$ cat src/rtl/core/bdc_pkg.sv
package bdc_pkg;

  localparam logic [7:0] SAT_LIMIT = 8'd255;

  localparam logic [7:0] STABLE_TICKS_RESET  = 8'd3;
  localparam logic [7:0] CLICK_WINDOW_RESET  = 8'd30;
  localparam logic [1:0] CLICKS_NEEDED_RESET = 2'd2;

  typedef enum logic [1:0] {
    REG_STABLE_TICKS  = 2'd0,
    REG_CLICK_WINDOW  = 2'd1,
    REG_CLICKS_NEEDED = 2'd2,
    REG_NONE          = 2'd3
  } cfg_reg_t;

  typedef struct packed {
    logic pin_level;
    logic charging;
  } in_item_t;

  typedef struct packed {
    logic       device_on;
    logic       turn_on_event;
    logic       turn_off_event;
    logic       raw_activity;
    logic [7:0] hold_ticks;
  } out_item_t;

  typedef struct packed {
    logic [7:0] stable_ticks;
    logic [7:0] click_window;
    logic [1:0] clicks_needed;
  } cfg_t;

  typedef struct packed {
    logic       accepted_level;
    logic       candidate_level;
    logic [7:0] stable_count;
    logic [7:0] hold_count;
    logic [7:0] gap_count;
    logic [1:0] click_count;
    logic       power_flag;
  } key_state_t;

endpackage

$ cat src/rtl/core/bdc_step.sv
module bdc_step (
  input  bdc_pkg::key_state_t st,
  input  bdc_pkg::cfg_t       cfg,
  input  bdc_pkg::in_item_t   item,
  output bdc_pkg::key_state_t st_next,
  output bdc_pkg::out_item_t  result
);
  import bdc_pkg::*;

  logic       pressed;
  logic [1:0] need;
  logic [1:0] click_inc;
  logic       on_ev;
  logic       off_ev;

  assign pressed   = ~item.pin_level;
  assign click_inc = st.click_count + 2'd1;

  always_comb begin
    unique case (cfg.clicks_needed)
      2'd0:    need = 2'd1;
      2'd3:    need = 2'd2;
      default: need = cfg.clicks_needed;
    endcase
  end

  always_comb begin
    st_next = st;
    on_ev   = 1'b0;
    off_ev  = 1'b0;
    if (item.charging) begin
      st_next.accepted_level  = 1'b0;
      st_next.candidate_level = 1'b0;
      st_next.stable_count    = 8'd0;
      st_next.hold_count      = 8'd0;
      st_next.gap_count       = 8'd0;
      st_next.click_count     = 2'd0;
    end else if (pressed != st.candidate_level) begin
      st_next.candidate_level = pressed;
      st_next.stable_count    = 8'd0;
    end else if (st.stable_count < cfg.stable_ticks) begin
      st_next.stable_count = st.stable_count + 8'd1;
    end else if (st.accepted_level != pressed) begin
      if (pressed) begin
        st_next.hold_count  = 8'd0;
        st_next.click_count = click_inc;
      end else begin
        st_next.gap_count = 8'd0;
      end
      if (st_next.click_count == need) begin
        st_next.power_flag  = ~st.power_flag;
        on_ev               = ~st.power_flag;
        off_ev              = st.power_flag;
        st_next.click_count = 2'd0;
      end
      st_next.accepted_level = pressed;
    end else if (!pressed) begin
      if (st.click_count != 2'd0) begin
        if (st.gap_count >= cfg.click_window) begin
          st_next.click_count = 2'd0;
        end else if (st.gap_count < SAT_LIMIT) begin
          st_next.gap_count = st.gap_count + 8'd1;
        end
      end
    end else begin
      if (st.hold_count < SAT_LIMIT) begin
        st_next.hold_count = st.hold_count + 8'd1;
      end
    end
  end

  assign result.device_on      = st_next.power_flag;
  assign result.turn_on_event  = on_ev;
  assign result.turn_off_event = off_ev;
  assign result.raw_activity   = pressed & ~item.charging;
  assign result.hold_ticks     = st_next.hold_count;

endmodule

$ cat src/rtl/core/button_debounce_click_power_toggle_unit.sv
// Each accepted item's result is registered into out_data, or into the skid entry while out_data is stalled.
// Throughput: one item per cycle while the skid entry is empty; key state updates in the accept cycle.
// A two-entry output buffer keeps in_ready high while one result waits.
// Reset (rst, synchronous): key state and power flag cleared, buffer empty,
// stable_ticks 3, click_window 30, clicks_needed 2.
module button_debounce_click_power_toggle_unit (
  input  logic               clk,
  input  logic               rst,
  input  logic               in_valid,
  output logic               in_ready,
  input  bdc_pkg::in_item_t  in_data,
  output logic               out_valid,
  input  logic               out_ready,
  output bdc_pkg::out_item_t out_data,
  input  logic               cfg_we,
  input  logic [1:0]         cfg_index,
  input  logic [7:0]         cfg_data
);
  import bdc_pkg::*;

  cfg_t       cfg;
  key_state_t st;
  key_state_t st_next;
  out_item_t  result;
  out_item_t  skid_data;
  logic       skid_valid;
  logic       in_fire;
  logic       out_fire;

  assign in_ready = ~skid_valid;
  assign in_fire  = in_valid & in_ready;
  assign out_fire = out_valid & out_ready;

  bdc_step u_step (
    .st      (st),
    .cfg     (cfg),
    .item    (in_data),
    .st_next (st_next),
    .result  (result)
  );

  always_ff @(posedge clk) begin
    if (rst) begin
      cfg.stable_ticks  <= STABLE_TICKS_RESET;
      cfg.click_window  <= CLICK_WINDOW_RESET;
      cfg.clicks_needed <= CLICKS_NEEDED_RESET;
    end else if (cfg_we) begin
      unique case (cfg_reg_t'(cfg_index))
        REG_STABLE_TICKS:  cfg.stable_ticks  <= cfg_data;
        REG_CLICK_WINDOW:  cfg.click_window  <= cfg_data;
        REG_CLICKS_NEEDED: cfg.clicks_needed <= cfg_data[1:0];
        default: ;
      endcase
    end
  end

  always_ff @(posedge clk) begin
    if (rst) begin
      st <= '0;
    end else if (in_fire) begin
      st <= st_next;
    end
  end

  always_ff @(posedge clk) begin
    if (rst) begin
      out_valid  <= 1'b0;
      skid_valid <= 1'b0;
    end else if (skid_valid) begin
      if (out_fire) begin
        out_data   <= skid_data;
        skid_valid <= 1'b0;
      end
    end else if (in_fire) begin
      if (!out_valid || out_fire) begin
        out_data  <= result;
        out_valid <= 1'b1;
      end else begin
        skid_data  <= result;
        skid_valid <= 1'b1;
      end
    end else if (out_fire) begin
      out_valid <= 1'b0;
    end
  end

  a_skid_implies_out: assert property (@(posedge clk) disable iff (rst)
    skid_valid |-> out_valid)
    else $error("skid entry held with empty output register");

  a_skid_holds: assert property (@(posedge clk) disable iff (rst)
    (skid_valid && !out_ready) |=> skid_valid)
    else $error("skid entry dropped while output stalled");

  a_one_event: assert property (@(posedge clk) disable iff (rst)
    out_valid |-> !(out_data.turn_on_event && out_data.turn_off_event))
    else $error("on and off events in one item");

  a_on_event_flag: assert property (@(posedge clk) disable iff (rst)
    (out_valid && out_data.turn_on_event) |-> out_data.device_on)
    else $error("on event without device on");

  a_charging_clears: assert property (@(posedge clk) disable iff (rst)
    (in_fire && in_data.charging) |=> (st.click_count == 2'd0 && st.hold_count == 8'd0))
    else $error("charging item left key state");

endmodule
$ cat config.mk
export PLATFORM = sky130hd
export DESIGN_NAME = button_debounce_click_power_toggle_unit
export DESIGN_NICKNAME = d
export VERILOG_FILES = /design/src/rtl/core/bdc_pkg.sv /design/src/rtl/core/bdc_step.sv /design/src/rtl/core/button_debounce_click_power_toggle_unit.sv
export SDC_FILE = /design/constraint.sdc
export NUM_CORES = 1
export LEC_CHECK = 0
export BUFFER_PORTS_ARGS = -buffer_cell sky130_fd_sc_hd__buf_2
export CELL_PAD_IN_SITES_DETAIL_PLACEMENT = 1
export CELL_PAD_IN_SITES_GLOBAL_PLACEMENT = 1
export CORE_UTILIZATION = 48
export CTS_BUF_LIST = sky130_fd_sc_hd__clkbuf_2
export DETAILED_ROUTE_END_ITERATION = 16
export PLACE_DENSITY = 0.84
export SLEW_MARGIN = 10
export SYNTH_ARGS = -nofsm -noshare
export SYNTH_HDL_FRONTEND = slang
export SYNTH_SLANG_ARGS = --single-unit
$ cat constraint.sdc
create_clock -name clk -period 3.2 [get_ports clk]
set_input_delay 0.48 -clock clk [delete_from_list [all_inputs] [get_ports clk]]
set_output_delay 0.48 -clock clk [all_outputs]
set_load 0.01 [all_outputs]
==> results of run 1 <==
-- power by group through the flow --
stage	Combinational (mW)	Sequential (mW)	Clock, mW
2_1_floorplan	0.134	1.01	0
3_3_place_gp	0.187	1.01	0
3_5_place_dp	0.195	1.02	0
4_1_cts	0.198	0.998	0.542
5_1_grt	0.219	1.00	0.570
6_report	0.198	0.997	0.530
-- cell usage after synthesis, drive strengths merged, types with 5 or more instances --
cell / number / area (sq um)
clkbuf: 14 / 72.6
mux2: 5 / 56.3
edfxtp: 24 / 721
nor3: 12 / 76.3
a21oi: 31 / 155
mux2i: 10 / 100
o21a: 6 / 52.6
o31ai: 9 / 67.6
a31oi: 15 / 93.8
and3: 11 / 71.3
nor2: 40 / 163
nand2b: 8 / 57.6
ha: 23 / 288
inv: 35 / 131
a311oi: 5 / 43.8
nand2: 38 / 148
nand3: 14 / 70.1
o21ai: 31 / 163
a211oi: 5 / 37.5
buf: 6 / 40.0
or3: 6 / 42.5
dfxtp: 49 / 981
-- layer usage --
| metal | up-vias | share of wire [%] | track usage (%) |
|---|---|---|---|
| li1 | 1744 | - | - |
| met1 | 1798 | 44 | 33.6 |
| met2 | 112 | 49 | 48.3 |
| met3 | 19 | 4.5 | 3.91 |
| met4 | 0 | 2.3 | 9.85 |
| met5 | - | 0 | 0 |
-- flip-flops by register name, indices dropped and copies added, names as in the netlist --
register    cells
skid_data      12
skid_valid      1
st             29
out_valid       1
cfg            18
out_data       12
-- stage by stage --
stage | utilization (%) | instances | power (mW) | cell area [sq um] | hold slack (ps)
3_3_place_gp | 53.1 | 582 | 1.20 | 4410 | 479
4_1_cts | 54.5 | 598 | 1.74 | 4520 | 140
2_1_floorplan | - | 458 | 1.15 | 4170 | 440
5_1_grt | 54.5 | 598 | 1.79 | 4520 | 142
6_report | 54.5 | 598 | 1.73 | 4520 | 154
3_5_place_dp | 53.1 | 582 | 1.21 | 4410 | 486
-- layout make-up --
cell class | instances | area [sq um]
clock buffers | 10 | 50.0
clock inverters | 6 | 60.1
fillers | 991 | 3780
inverters | 36 | 140
multi-input cells | 329 | 2220
flip-flops and latches | 73 | 1700
well taps | 105 | 131
repair buffers | 39 | 218
-- cells by family (layout without fill, tap and decap cells) --
group,count (synthesis),count (layout)
AO/OA/AOI/OAI,134,134
XOR/XNOR,5,5
adder cells (fa/ha/maj),23,23
buffers and inverters,56,91
flip-flops,73,73
multiplexers,15,15
AND/OR/NAND/NOR,152,152
-- worst max path at each step --
stage / to / cells after the start
floorplan: out_data[0] / 4
global placement: out_data[6] / 7
detailed placement: out_data[2] / 7
CTS: out_data[1] / 6
global route: out_data[1] / 6
finish: out_data[1] / 6
==> impl_metrics.py, run 1 <==
metrics = {
    "run_status": {
        "status": "complete, no violations",
    },
    "worst_setup_path": {
        "reg2reg_slack_ps": 550,
        "r2r_end": "out_data[1]",
        "startpoint": "st[22]",
        "critPathBufInv": 0,
        "path_delay_family": "compound AO/OA/AOI/OAI gates",
        "ff2ff_path_depth": 6,
        "startpoint_type": "flop",
        "worstPathArrival_ps": 2910,
        "crit_fanout": 14,
        "critPathSlowestCell": "o41ai_1",
        "required_ps": 3460,
        "path_class": "reg2reg",
        "slowest_delay_ps": 570,
        "crit_chain": "ha_1 > o21ai_1 > a211o_1 > o21ai_2 > a31oi_1 > o41ai_1",
        "r2r-start": "st[22]",
        "worst_setup_path_end_kind": "flop",
    },
    "cts": {
        "cts_tree": "built",
        "post_cts.repair.setup_buffers": 0,
        "clkSinkCount": 73,
        "cts_root_buf": "clkbuf_2",
        "clk_pin_slew_ps": 210,
        "cts_made_buffers": 9,
        "cts_resized": 0,
        "h-tree-depth": 3,
        "cts_hold_buffers": 0,
        "cts_max_path_buffers": 2,
        "insertion_delay_ps": 510,
    },
    "timing": {
        "max_slew.worst_pin.slew_ps": 657,
        "hold_viol": 0,
        "max_freq_ghz": 0.377,
        "maxSlewViolCount": 0,
        "slew_headroom_pct": 56.1,
        "fin_setup_tns_ps": 0,
        "setup_slack_ps": 546,
        "clock_skew_ps": 15.3,
        "min_period_ps": 2650,
        "rsz0062_at_grt": "no",
        "post-route-period-util_pct": 82.9,
        "setup_viol": 0,
    },
    "power_and_ir_drop": {
        "intPower_mw": 1.23,
        "netSwitchingFraction_pct": 28.8,
        "clkPwrFrac_pct": 30.7,
        "seq_power_share_pct": 57.8,
        "netSwitchingPower_uw": 497,
        "power_leakage_nw": 1.80,
        "comb_power_share_pct": 11.5,
        "peakVddDrop_mv": 0.176,
        "cellPowerDensity_mw_per_mm2": 382,
    },
    "cells_and_area": {
        "drive_gt1_share_pct": 17.0,
        "nets": 528,
        "layout-area-overhead-vs-synth_pct": 8.31,
        "mostFrequentLayoutCells": "dfxtp_1 (49), nor2_1 (37), nand2_1 (36)",
        "diodes": 0,
        "final_common_cell": "dfxtp_1",
    },
    "synthesis": {
        "synth-edff-count": 24,
        "synthFlopType": "dfxtp_1",
        "synthSimpleGateAreaFrac_pct": 19.3,
        "synth_xor_area_share_pct": 1.23,
        "synth-seq-cells": 73,
        "ys_warn_count": 0,
        "avgSynthCellArea_sq_um": 9.11,
        "synth.area.mux_share_pct": 3.75,
        "synthAdderAreaFrac_pct": 6.90,
        "synth_top_family_by_area": "compound AO/OA/AOI/OAI gates",
        "synth_compound_area_share_pct": 22.0,
        "ys_types": 76,
        "syn_area_sq_mm": 0.00417,
        "synth-seq-area-share_pct": 40.8,
        "synth_fp_nets": 498,
        "synth-async-reset-ratio_pct": 0,
        "synth_cells": 458,
    },
    "drt": {
        "antenna_left": 0,
        "drcViolationCount": 0,
        "wl_um": 11400,
        "drt_first_pass_iters": 4,
        "vias": 3673,
        "dr.first_iter.drc_count": 188,
        "routedWlPerCell_um": 19.1,
        "viasPerCell": 6.14,
    },
    "floorplanning": {
        "die_area_sq_mm": 0.00907,
        "die_y_um": 95.2,
        "num_rows": 33,
        "core_sq_mm": 0.00830,
        "die_x_um": 95.2,
        "initial_core_util_pct": 50.3,
        "pin_count": 31,
    },
    "min_path": {
        "hold_end": "skid_valid",
        "hp-class": "in2reg",
        "hold_depth": 2,
        "hold_start": "out_ready",
    },
    "run": {
        "maxCapViolCount": 0,
    },
    "place": {
        "place_worst_setup_slack_ps": 612,
        "place.gp.congestion": 0.869,
        "port_buffers": 30,
        "dp_hpwl_um": 8140,
    },
    "global_routing": {
        "antenna_found_initial": 0,
        "globalRouteOverflowTotal": 0,
        "grtUsageTotal_pct": 27.3,
        "grt_pass1_vias": 3737,
        "grt_max_degree": 25,
        "grt_pass1_wl_um": 18900,
    },
}
(Power assumes the default switching activity.)
==> inputs of run 2 (changes only) <==
ABC_AREA = 1   (was not set)
CORE_UTILIZATION = 46   (was 48)
clock period = 2.5 ns   (was 3.2 ns; I/O delays follow)
==> run 2 against run 1 <==
Clock power increased by 31%. Sequential power increased by 33%. Non-clock buffer count is 3 lower. Register-to-register slack worse by 280 ps. Critical path type unchanged. Critical endpoint is now out_data[4]. Largest power group unchanged. Highest routed layer unchanged.
==> impl_metrics.py, run 2 <==
metrics = {
    "power_and_ir_drop": {
        "comb_power_share_pct": 15.5,
        "intPower_mw": 1.64,
        "cellPowerDensity_mw_per_mm2": 546,
        "netSwitchingFraction_pct": 31.5,
        "power_leakage_nw": 1.96,
        "seq_power_share_pct": 55.5,
        "netSwitchingPower_uw": 754,
        "peakVddDrop_mv": 0.255,
        "clkPwrFrac_pct": 28.9,
    },
    "worst_setup_path": {
        "r2r-start": "cfg[11]",
        "worstPathArrival_ps": 2580,
        "critPathBufInv": 1,
        "path_delay_family": "simple AND/OR/NAND/NOR gates",
        "crit_fanout": 15,
        "required_ps": 2850,
        "reg2reg_slack_ps": 270,
        "path_class": "reg2reg",
        "crit_chain": "inv_1 > ha_1 > nand2_1 > nand2_1 > nand2_1 > nand2_1 > nand2_1 > nand2_2 > nand2_2 > o21ai_0 > nand3_1 > o21ai_0",
        "r2r_end": "out_data[4]",
        "slowest_delay_ps": 360,
        "critPathSlowestCell": "dfxtp_1",
        "ff2ff_path_depth": 12,
        "startpoint_type": "flop",
        "worst_setup_path_end_kind": "flop",
        "cp_common_cell": "nand2_1",
    },
    "timing": {
        "fin_setup_tns_ps": 0,
        "max_slew.worst_pin.slew_ps": 522,
        "post-route-period-util_pct": 89.3,
        "max_freq_ghz": 0.448,
        "clock_skew_ps": 30.5,
        "slew_headroom_pct": 65.0,
        "maxSlewViolCount": 0,
        "min_period_ps": 2230,
        "setup_viol": 0,
        "hold_viol": 0,
        "rsz0062_at_grt": "no",
    },
    "run": {
        "maxCapViolCount": 0,
    },
    "cts": {
        "h-tree-depth": 3,
        "insertion_delay_ps": 540,
        "cts_tree": "built",
        "post_cts.repair.setup_buffers": 0,
        "cts_root_buf": "clkbuf_2",
        "clkSinkCount": 73,
        "cts_max_path_buffers": 2,
        "clk_pin_slew_ps": 210,
        "cts_made_buffers": 9,
    },
    "floorplanning": {
        "initial_core_util_pct": 48.0,
        "core_sq_mm": 0.00834,
        "die_area_sq_mm": 0.00909,
        "die_y_um": 95.3,
        "num_rows": 33,
        "die_x_um": 95.3,
        "pin_count": 31,
    },
    "min_path": {
        "hp-class": "in2reg",
        "hold_depth": 3,
        "hold_start": "cfg_data[3]",
        "hold_end": "cfg[5]",
    },
    "global_routing": {
        "grt_util_met3_pct": 4.63,
        "antenna_found_initial": 0,
        "grt_pass1_wl_um": 16900,
        "grt_util_met1_pct": 27.7,
        "grtUsageTotal_pct": 24.6,
        "globalRouteOverflowTotal": 0,
        "grt_max_degree": 32,
        "grt_busiest_layer": "met2",
        "grt_use_met2_pct": 44.0,
        "grt_pass1_vias": 3635,
    },
    "cells_and_area": {
        "reg.largest.list": "st (29), cfg (18)",
        "fin_util_pct": 52.5,
        "diodes": 0,
        "drive_gt1_share_pct": 13.7,
        "final_common_cell": "nand2_1",
        "mostFrequentLayoutCells": "nand2_1 (118), inv_1 (69), nor2_1 (51)",
        "nets": 603,
        "largest_reg_flops": 29,
        "layout-area-overhead-vs-synth_pct": 9.24,
        "fillers": 1069,
        "top_register": "st",
    },
    "drt": {
        "drcViolationCount": 0,
        "vias": 3578,
        "dr.first_iter.drc_count": 76,
        "antenna_left": 0,
        "wl_um": 10100,
        "routedWlPerCell_um": 15.0,
        "drt_first_pass_iters": 4,
        "viasPerCell": 5.32,
    },
    "synthesis": {
        "synthFlopType": "dfxtp_1",
        "syn_area_sq_mm": 0.00401,
        "synth-seq-cells": 73,
        "ys_types": 36,
        "synth_common_cells": "nand2_1 (119), inv_1 (69), nor2_1 (51)",
        "synth_fp_nets": 570,
        "synth_area_leaders": "dfxtp_1 (24%), edfxtp_1 (18%), nand2_1 (11%)",
        "avgSynthCellArea_sq_um": 7.56,
        "ys_warn_count": 0,
        "synth-edff-count": 24,
        "synth_cells": 530,
        "synth-seq-area-share_pct": 42.5,
        "synth.largest_area_cell": "dfxtp_1",
        "synth-async-reset-ratio_pct": 0,
        "synth_most_common_cell": "nand2_1",
        "netlist.area_leader.share_pct": 24.5,
    },
    "place": {
        "dp_hpwl_um": 7750,
        "place.gp.congestion": 0.808,
        "port_buffers": 30,
    },
    "run_status": {
        "status": "complete, no violations",
    },
}
[run 2: layout make-up]
cell class                 instances  area [sq um]  area share (%)
multi-input combinational        365          1940            44.3
inverter                          78           295            6.75
sequential                        73          1700            38.9
clock buffer                       9          45.0            1.03
clock inverter                     7          71.3            1.63
timing repair buffer              36           195            4.46
tap                              105           131            3.00
[run 2: per-stage QoR]
step | setup WS (ps) | total power [mW] | instance area (sq um) | std cells | hold WS (ps)
after floorplan | 329 | 1.61 | 4010 | 530 | 429
after global placement | 432 | 1.70 | 4260 | 657 | 447
after detailed placement | 273 | 1.73 | 4260 | 657 | 467
after CTS | 234 | 2.41 | 4370 | 673 | 30.9
after global routing | 64.7 | 2.52 | 4380 | 673 | 26.5
final | 268 | 2.39 | 4380 | 673 | 69.1
[run 2: cells by family (layout without fill, tap and decap cells)]
group / Yosys count / in the layout / synth area share (%)
xor+xnor: 7 / 7 / 1.53
flops: 73 / 73 / 42.5
simple gates: 244 / 244 / 27.5
buf+inv: 92 / 130 / 9.24
compound gates: 91 / 91 / 12.1
fa+ha+maj: 23 / 23 / 7.18
[run 2: power by group through the flow]
stage	registers, mW	clock network, mW	logic [mW]
floorplan	1.35	0	0.261
global placement	1.35	0	0.348
detailed placement	1.35	0	0.372
CTS	1.33	0.705	0.374
global route	1.34	0.751	0.427
finish	1.33	0.692	0.371
[run 2: worst max path at each step]
stage                          start            to  slack (ps)  cells after the start
after global placement         st[1]  out_data[11]         430                      9
after detailed placement     cfg[15]        st[22]         270                     10
final                        cfg[11]   out_data[4]         270                     12
after CTS                    cfg[15]        st[22]         230                     10
after floorplan           skid_valid   out_data[0]         330                      6
after global routing         cfg[17]   out_data[4]          60                     10
[run 2: routing by layer]
metal	up-vias	share of wire, %
li1	1791	-
met1	1697	43
met5	-	0
met3	25	2.8
met2	65	51
met4	0	3.2
[run 2: repair_timing]
| action | in CTS | in global routing |
|---|---|---|
| resized for setup | 0 | 1 |
| endpoints found under the setup margin | 0 | 3 |
| hold buffers | 0 | 0 |
[run 2: tightest hold or removal path: cells and delay by family]
family | cells | cell delay (ps)
AO/OA/AOI/OAI | 1 | 60
buffers and inverters | 1 | 90
AND/OR/NAND/NOR | 1 | 50
==> inputs of run 3 (changes only) <==
--- a/config.mk
+++ b/config.mk
@@ -8,4 +8,5 @@
 export ABC_AREA = 1
 export BUFFER_PORTS_ARGS = -buffer_cell sky130_fd_sc_hd__buf_2
+export CAP_MARGIN = 30
 export CELL_PAD_IN_SITES_DETAIL_PLACEMENT = 1
 export CELL_PAD_IN_SITES_GLOBAL_PLACEMENT = 1
==> constraint.sdc (replaced) <==
create_clock -name clk -period 2.5 [get_ports clk]
set_input_delay 0.5 -clock clk [delete_from_list [all_inputs] [get_ports clk]]
set_output_delay 0.5 -clock clk [all_outputs]
set_load 0.01 [all_outputs]
==> run 3 against run 2 <==
Fmax down 1.6%. Routed wire length increased by 3.4%. Worst setup slack worse by 37 ps. Clock power grew 14%. Combinational power barely moved. Critical endpoint is now out_data[11]. Critical path type unchanged.
==> impl_metrics.py, run 3 (same netlist as run 2, synthesis figures left out) <==
metrics = {
    "run_status": {
        "status": "complete, no violations",
    },
    "worst_setup_path": {
        "path_class": "reg2reg",
        "startpoint_type": "flop",
        "worst_setup_path_end_kind": "flop",
        "crit_fanout": 4,
        "worstPathArrival_ps": 2690,
        "required_ps": 2920,
    },
    "cells_and_area": {
        "reg.largest.list": "st (29), cfg (18)",
        "top_register": "st",
        "diodes": 0,
        "finalNonFillerCells": 673,
        "stdcell_area_sq_mm": 0.00440,
        "nets": 603,
        "drive_gt1_share_pct": 13.2,
        "largest_reg_flops": 29,
        "final_common_cell": "nand2_1",
        "layout-area-overhead-vs-synth_pct": 9.71,
        "mostFrequentLayoutCells": "nand2_1 (119), inv_1 (69), nor2_1 (51)",
    },
    "timing": {
        "slew_headroom_pct": 70.1,
        "min_period_ps": 2270,
        "rsz0062_at_grt": "no",
        "post-route-period-util_pct": 90.8,
        "hold_viol": 0,
        "setup_viol": 0,
        "maxSlewViolCount": 0,
        "clock_skew_ps": 26.7,
        "max_slew.worst_pin.slew_ps": 445,
        "max_freq_ghz": 0.441,
        "fin_setup_tns_ps": 0,
    },
    "cts": {
        "cts_max_path_buffers": 2,
        "insertion_delay_ps": 530,
        "cts_tree": "built",
        "h-tree-depth": 3,
        "clk_pin_slew_ps": 220,
        "cts_root_buf": "clkbuf_2",
        "cts_made_buffers": 9,
        "clkSinkCount": 73,
        "post_cts.repair.setup_buffers": 0,
    },
    "floorplanning": {
        "die_x_um": 95.3,
        "die_area_sq_mm": 0.00909,
        "num_rows": 33,
        "initial_core_util_pct": 48.0,
        "pin_count": 31,
        "core_sq_mm": 0.00834,
        "die_y_um": 95.3,
    },
    "drt": {
        "drcViolationCount": 0,
        "dr.first_iter.drc_count": 96,
        "vias": 3572,
        "antenna_left": 0,
        "wl_um": 10400,
        "viasPerCell": 5.31,
        "drt_first_pass_iters": 4,
        "routedWlPerCell_um": 15.5,
    },
    "min_path": {
        "hp-class": "in2reg",
    },
    "power_and_ir_drop": {
        "comb_power_share_pct": 14.9,
        "intPower_mw": 1.74,
        "netSwitchingPower_uw": 749,
        "finalPower_mw": 2.49,
        "netSwitchingFraction_pct": 30.1,
        "cellPowerDensity_mw_per_mm2": 567,
        "power_leakage_nw": 1.97,
        "seq_power_share_pct": 53.4,
        "peakVddDrop_mv": 0.256,
        "clkPwrFrac_pct": 31.7,
    },
    "run": {
        "maxCapViolCount": 0,
    },
    "place": {
        "dpl_cell_area_sq_mm": 0.00426,
        "dp_cells": 657,
        "place.gp.congestion": 0.820,
        "dp_hpwl_um": 7900,
        "port_buffers": 30,
    },
    "global_routing": {
        "grt_pass1_wl_um": 17300,
        "grt_max_degree": 32,
        "globalRouteOverflowTotal": 0,
        "grtUsageTotal_pct": 25.3,
        "antenna_found_initial": 0,
        "grt_pass1_vias": 3705,
    },
}
-- run 3: final cells by class --
type | count | area (sq um)
inverters | 78 | 295
multi-input cells | 365 | 1930
clock inverters | 7 | 92.6
fillers | 1128 | 3950
well taps | 105 | 131
repair buffers | 36 | 195
flip-flops and latches | 73 | 1700
clock buffers | 9 | 45.0
-- run 3: worst paths after layout --
path                    start  slack (ps)           end  depth (start not counted)
setup / recovery       cfg[0]         230  out_data[11]                          9
hold / removal    cfg_data[2]         190        cfg[4]                          3
setup reg to reg       cfg[0]         230  out_data[11]                          9
hold reg to reg        cfg[9]         480        cfg[9]                          2
-- run 3: power by group through the flow --
stage	clock, mW	combinational [mW]	sequential [mW]
floorplan	0	0.261	1.35
global placement	0	0.348	1.35
detailed placement	0	0.372	1.36
CTS	0.812	0.376	1.33
global route	0.857	0.426	1.34
finish	0.789	0.372	1.33
-- run 3: timing repair --
action                                  4_1_cts  5_1_grt
hold buffers                                  0        0
endpoints found under the setup margin        0        1
gates resized for setup                       0        1
-- run 3: routing by layer --
metal | up-vias | global-route usage [%] | share of wire, %
li1 | 1798 | - | -
met3 | 18 | 4.70 | 2.5
met2 | 59 | 48.0 | 52
met4 | 0 | 9.85 | 2.2
met5 | - | 0 | 0
met1 | 1697 | 27.4 | 43
-- run 3: critical path: stages, from the launching register on --
cell and delay, ps:
dfxtp_1 400, inv_1 80, ha_1 340, o21ai_0 230, xnor2_1 100, nor2_1 230
ha_1 280, o21ai_1 320, nand2_1 110, nand2_1 80
-- run 3: per-stage QoR --
step | setup WS, ps | hold slack (ps) | util, %
finish | 231 | 190 | 52.7
CTS | 120 | 165 | 52.7
global placement | 399 | 452 | 51.1
global route | 35.7 | 153 | 52.7
floorplan | 287 | 429 | -
detailed placement | 204 | 452 | 51.1
